`config.mk`:
```
export PLATFORM = sky130hd
export DESIGN_NAME = idq_ctrl
export DESIGN_NICKNAME = d
export VERILOG_FILES = /design/src/rtl/core/idq_pkg.sv /design/src/rtl/core/idq_ctrl.sv
export SDC_FILE = /design/constraint.sdc
export NUM_CORES = 1
export LEC_CHECK = 0
export ABC_AREA = 1
export BUFFER_PORTS_ARGS = -buffer_cell sky130_fd_sc_hd__buf_4
export CORE_AREA = 2 2 39 41
export DETAILED_ROUTE_END_ITERATION = 8
export DIE_AREA = 0 0 41 43
export SLEW_MARGIN = 20
export SYNTH_ARGS = -nofsm -noshare
export SYNTH_HDL_FRONTEND = slang
export SYNTH_SLANG_ARGS = --single-unit
```
`constraint.sdc`:
```
create_clock -name i_clk -period 1.1 [get_ports i_clk]
set_input_delay 0.055 -clock i_clk [delete_from_list [all_inputs] [get_ports i_clk]]
set_output_delay 0.055 -clock i_clk [all_outputs]
set_load 0.05 [all_outputs]
```
`src/rtl/core/idq_pkg.sv`:
```
// Shared types, widths and codes for the indexed deque with removal.
package idq_pkg;

    localparam int KEY_SPACE = 4096;
    localparam int KEY_W     = 12;
    localparam int CNT_W     = 13;
    localparam int KEY_AW    = $clog2(KEY_SPACE);

    typedef logic [KEY_W-1:0]  t_key;
    typedef logic [KEY_AW-1:0] t_addr;
    typedef logic [CNT_W-1:0]  t_count;

    typedef enum logic [2:0] {
        REQ_PUSH     = 3'd0,
        REQ_REMOVE   = 3'd1,
        REQ_POP_HEAD = 3'd2,
        REQ_POP_TAIL = 3'd3,
        REQ_TEST     = 3'd4
    } t_req;

    typedef enum logic [1:0] {
        ST_OK       = 2'd0,
        ST_DUP      = 2'd1,
        ST_NOTFOUND = 2'd2,
        ST_EMPTY    = 2'd3
    } t_status;

    // Commands from the controller to the datapath.
    typedef struct packed {
        logic clr;
        logic cap;
        logic exec;
    } t_cmd;

    // Status from the datapath to the controller.
    typedef struct packed {
        logic clr_last;
    } t_stat;

    function automatic t_addr key_addr(input t_key k);
        return KEY_AW'(k);
    endfunction

endpackage

```
`src/rtl/core/idq_ctrl.sv`:
```
// Controller: clearing pass, request sequencing and result-valid register.
module idq_ctrl (
    input  logic           i_clk,
    input  logic           i_rst_n,
    input  logic           i_in_valid,
    output logic           o_in_stall,
    output logic           o_out_valid,
    input  logic           i_out_stall,
    input  idq_pkg::t_stat i_stat,
    output idq_pkg::t_cmd  o_cmd
);

    typedef enum logic [2:0] {
        S_CLR  = 3'b001,
        S_IDLE = 3'b010,
        S_EXEC = 3'b100
    } t_state;

    t_state r_state, n_state;
    logic   r_out_valid, n_out_valid;
    logic   out_free;

    assign out_free   = !r_out_valid || !i_out_stall;
    assign o_cmd.clr  = (r_state == S_CLR);
    assign o_cmd.cap  = (r_state == S_IDLE) && i_in_valid;
    assign o_cmd.exec = (r_state == S_EXEC) && out_free;

    always_comb begin
        n_state = r_state;
        case (r_state)
            S_CLR:   if (i_stat.clr_last) n_state = S_IDLE;
            S_IDLE:  if (i_in_valid) n_state = S_EXEC;
            S_EXEC:  if (out_free) n_state = S_IDLE;
            default: n_state = S_CLR;
        endcase
    end

    always_comb begin
        if (o_cmd.exec) begin
            n_out_valid = 1'b1;
        end else if (!i_out_stall) begin
            n_out_valid = 1'b0;
        end else begin
            n_out_valid = r_out_valid;
        end
    end

    always_ff @(posedge i_clk) begin
        if (!i_rst_n) begin
            r_state     <= S_CLR;
            r_out_valid <= 1'b0;
        end else begin
            r_state     <= n_state;
            r_out_valid <= n_out_valid;
        end
    end

    assign o_in_stall  = (r_state != S_IDLE);
    assign o_out_valid = r_out_valid;

    a_cap_to_exec: assert property (@(posedge i_clk) disable iff (!i_rst_n)
        o_cmd.cap |=> (r_state == S_EXEC))
        else $error("accepted request did not enter execution");

    a_held_result: assert property (@(posedge i_clk) disable iff (!i_rst_n)
        (r_out_valid && i_out_stall) |=> r_out_valid)
        else $error("stalled result was dropped");

    a_clr_quiet: assert property (@(posedge i_clk) disable iff (!i_rst_n)
        (r_state == S_CLR) |-> (!r_out_valid && o_in_stall))
        else $error("activity during the clearing pass");

    a_exec_once: assert property (@(posedge i_clk) disable iff (!i_rst_n)
        o_cmd.exec |=> (r_state == S_IDLE && r_out_valid))
        else $error("commit did not deliver a result");

endmodule

```
Yosys cells after proc, flatten, opt, wreduce, memory -nomap -nowiden
Cells that the tools add are included.
{"block": "classes", "addsub": 0, "bitwise": 0, "div_mod_pow": 0, "n_eq_ne": 8, "reduce_logical": 6, "mul": 0, "order_cmp": 0, "shifts": 0, "n_mux": 6}
{"cell": "2-to-1 mux 3 bit", "n": 3}
{"cell": "one-hot mux 3 bit (3 select lines)", "n": 1}
{"cell": "!= test 2 bit (second input constant)", "n": 3}
{"cell": "equality test 3 x 1 -> 1 bit (second input constant)", "n": 1}
{"cell": "equality test 3 x 2 -> 1 bit (second input constant)", "n": 1}
{"cell": "equality test 3 bit (second input constant)", "n": 1}
{"cell": "!= test 3 x 2 -> 1 bit (second input constant)", "n": 1}
{"cell": "AND reduction 3 bit", "n": 1}
{"cell": "logical AND 1 bit", "n": 2}
{"cell": "logical NOT 1 bit", "n": 2}
{"cell": "2-to-1 mux 1 bit", "n": 2}
{"cell": "!= test 2 x 1 -> 1 bit (second input constant)", "n": 1}
{"cell": "logical OR 1 bit", "n": 1}
{"block": "totals", "n_memories": 0, "rom_bits": 0, "ram_bits": 0, "input_bits": 5, "register_bits": 4, "latchBits": 0, "elab_cells": 22}

Depth between registers and ports, before layout
{"block": "logic_depth", "ltp_word": 4, "ltp_mapped": 5}

Worst setup path after synthesis
No wires, ideal clock.
{"block": "synth_path", "path_kind": "flip-flop to flip-flop", "from": "register r_out_valid, in the netlist o_out_valid", "to": "register r_state[1]", "setup_time_ns": 0.113, "arrival_ns": 1.006, "path_stages_with_launch": 6, "slack_ns": -0.019, "period_less_slack_ns": 1.119, "path_buffers": 0, "path_cell_list": "dfxtp_1 nand2_1 inv_1 nand3_1 nand3_1 nor2_1"}
{"block": "synth_via", "elab_chain_cells": 4}
{"item": "start, declared", "line_no": "idq_ctrl.sv:20", "rtl": "logic r_out_valid, n_out_valid;"}
{"item": "start signal, assigned", "line_no": "idq_ctrl.sv:54", "rtl": "r_out_valid <= n_out_valid;"}
{"item": "logical NOT 1 bit", "line_no": "idq_ctrl.sv:23", "rtl": "assign out_free = !r_out_valid || !i_out_stall;"}
{"item": "logical OR 1 bit", "line_no": "idq_ctrl.sv:23"}
{"item": "!= test 2 bit (no line)"}
{"item": "AND reduction 3 bit (no line)"}
{"item": "end signal, assigned", "line_no": "idq_ctrl.sv:53", "rtl": "r_state <= n_state;"}
{"item": "end, declared", "line_no": "idq_ctrl.sv:19", "rtl": "t_state r_state, n_state;"}
No other way between the ends.
A chain may end at the register's enable or synchronous reset.

==> metrics.cfg <==
[floorplan]
core_um2 = 1380
start_util = 0.154
dieWidth_um = 41
row_count = 14
fp.dieH_um = 43
ioPinCount = 10
die-area_um2 = 1760

[synth]
yosysTopAreaCell = dfxtp_1
avgSynthCellArea_um2 = 6.65
synthTopCellsByArea = dfxtp_1 38%, nand3_1 14%, inv_1 12%
post-synth-top-count-cell = inv_1
synth.top_cell.area_share = 0.376
ys_seq_area_frac = 0.376
synth_edf_count = 0
synth_cell_type_count = 12
synth_area_um2 = 213
synth-seq-cells = 4
synth_ff_type = dfxtp_1
yosys-top-cells-count = 7 x inv_1, 6 x nand3_1, 5 x nor2_1
synth_cells = 32
synth_fp_nets = 37
synth_warnings = 0
async_flop_share = 0

[cts]
cts-root-buf = clkbuf_4
cts-hold-fix-buffers = 0
cts_tree = built
cts_max_path_buffers = 2
cts_buffers = 3
clock_latency_ns = 0.23
clkTransAtPathRegs_ns = 0.04
h-tree-depth = 1
cts_sinks = 4

[sta]
report.final.slew_viol_count = 0
finalCritPeriodShare = 0.963
worst_pin_slew_ns = 0.146
slew_headroom = 0.903
rsz0062_at_grt = yes
skew_ns = 0.000638
finalSetupTns_ns = 0
fmax_mhz = 944
setup_viol = 0
period_needed_ns = 1.06
hold_viol_final = 0

[placement]
place_area_um2 = 294
dp_hpwl_um = 410
dp.cells = 56
place.gp.congestion = 0.674
portBuffers = 9

[route]
drt_first_pass_iters = 1
drt_wl_total_um = 480
ant_nets = 0
vias_per_cell = 3.74
drt_iter0_markers = 0
drc_errors = 0
wire_per_inst_um = 7.87
vias = 228

[pwr]
peakVddDrop_mv = 0.325
p_leak_nw = 0.189
power_density_nw_per_um2 = 1580

[layout]
fillerInstances = 165
antenna_cells = 0
fin_area_um2 = 359
syn_to_final_growth_pct = 68.8
stdcell_count = 61
drive_above_1_share = 0.556
nNetsFinal = 52
finish.utilization = 0.259

[setup_path]
critPathKind = reg2out
worstSetupEndpoint = o_cmd[0]
reg2reg_depth = 5
startpoint = r_state[0]$_SDFFE_PN1P_
timing.rr.start = r_state[0]$_SDFFE_PN1P_
rrSetupSlack_ns = 0.18
r2r-end = r_state[0]$_SDFFE_PN1P_
cp_data_arrival_time_ns = 1.00
crit_path_start_kind = flop
endpoint_kind = primary output
cp.required_ns = 1.04
cp_max_fo = 3

[global_route]
track_usage = 0.0683
grt.overflow.total = 0
grt_pass1_wl_um = 745
grt_pass1_vias = 217
grt_max_degree = 5
antenna_found_initial = 0

[job]
maxCapViolations = 0

[hold_path]
hold_path.class = in2reg
holdPathStages = 2

[status]
run_status = finished, final reports clean

==> flip-flops by register name (all words and copies together) (netlist names) <==
name	flops
o_out_valid	1
r_state	3
==> worst max-delay path, cell delays in order (launching register included) <==
cell	delay, ns
dfxtp_2	0.34
nor2_4	0.12
nand2_2	0.06
nor2_2	0.09
buf_6	0.16
==> cell families after synthesis <==
kind of cell | count (synthesis) | share of synthesized area
and+or+nand+nor | 17 | 0.400
buffers and inverters | 9 | 0.176
DFF | 4 | 0.376
AOI/OAI and AO/OA | 2 | 0.0471
==> cell type report <==
cell class	instances	area, um2	share of cell area
multi-input combinational	19	108	0.300
inverter	8	30.0	0.0836
tap	16	20.0	0.0557
sequential	4	85.1	0.237
clock buffer	3	22.5	0.0627
timing repair buffer	11	93.8	0.261
==> cells in the final DEF, fill, tap and decap left out, types with 2 or more instances in the layout <==
cell type  synthesis  final
inv_2              1      2
nand2_1            2      2
clkbuf_4           0      3
a21oi_1            2      2
nand3_1            6      5
inv_1              7      6
buf_6              0      3
dfxtp_2            0      4
nand3_2            1      2
nor2_1             5      4
buf_4              1      8
==> report_power, final <==
part	switching, mW	internal, mW	leakage [nW]
clock network	0.0576	0.122	0.0138
registers	0.0245	0.165	0.0338
logic	0.122	0.0769	0.142
total	0.204	0.364	0.189
==> worst min path at each step <==
stage	startpoint	end
detailed placement	i_rst_n	r_state[0]$_SDFFE_PN1P_
CTS	i_rst_n	r_state[0]$_SDFFE_PN1P_
floorplan	i_rst_n	r_state[0]$_SDFFE_PN1P_
global placement	i_rst_n	r_state[0]$_SDFFE_PN1P_
global route	i_rst_n	r_state[0]$_SDFFE_PN1P_
finish	i_rst_n	r_state[0]$_SDFFE_PN1P_
==> metrics by stage <==
step	power [mW]	hold slack (ns)	worst slack [ns]
after floorplan	0.308	0.139	0.0726
after global placement	0.358	0.269	0.185
after detailed placement	0.361	0.286	0.163
after CTS	0.556	0.0292	0.00351
after global routing	0.610	0.0475	-0.0280
final	0.569	0.0324	0.0403
==> layer usage <==
layer  part of all wire  routed length [um]  global-route usage
met5                  0                   0                   0
met4                  0                   0              0.0800
met3              0.071                  34              0.0314
met2               0.57                 272               0.100
met1               0.36                 173              0.0581
==> repair_timing <==
action                                  CTS  global route
gates resized for setup                   6             4
endpoints found under the hold margin     0             0
pin swaps                                 1             1
endpoints found under the setup margin    3             3
buffers inserted                          1             1
(Power assumes the default switching activity.)
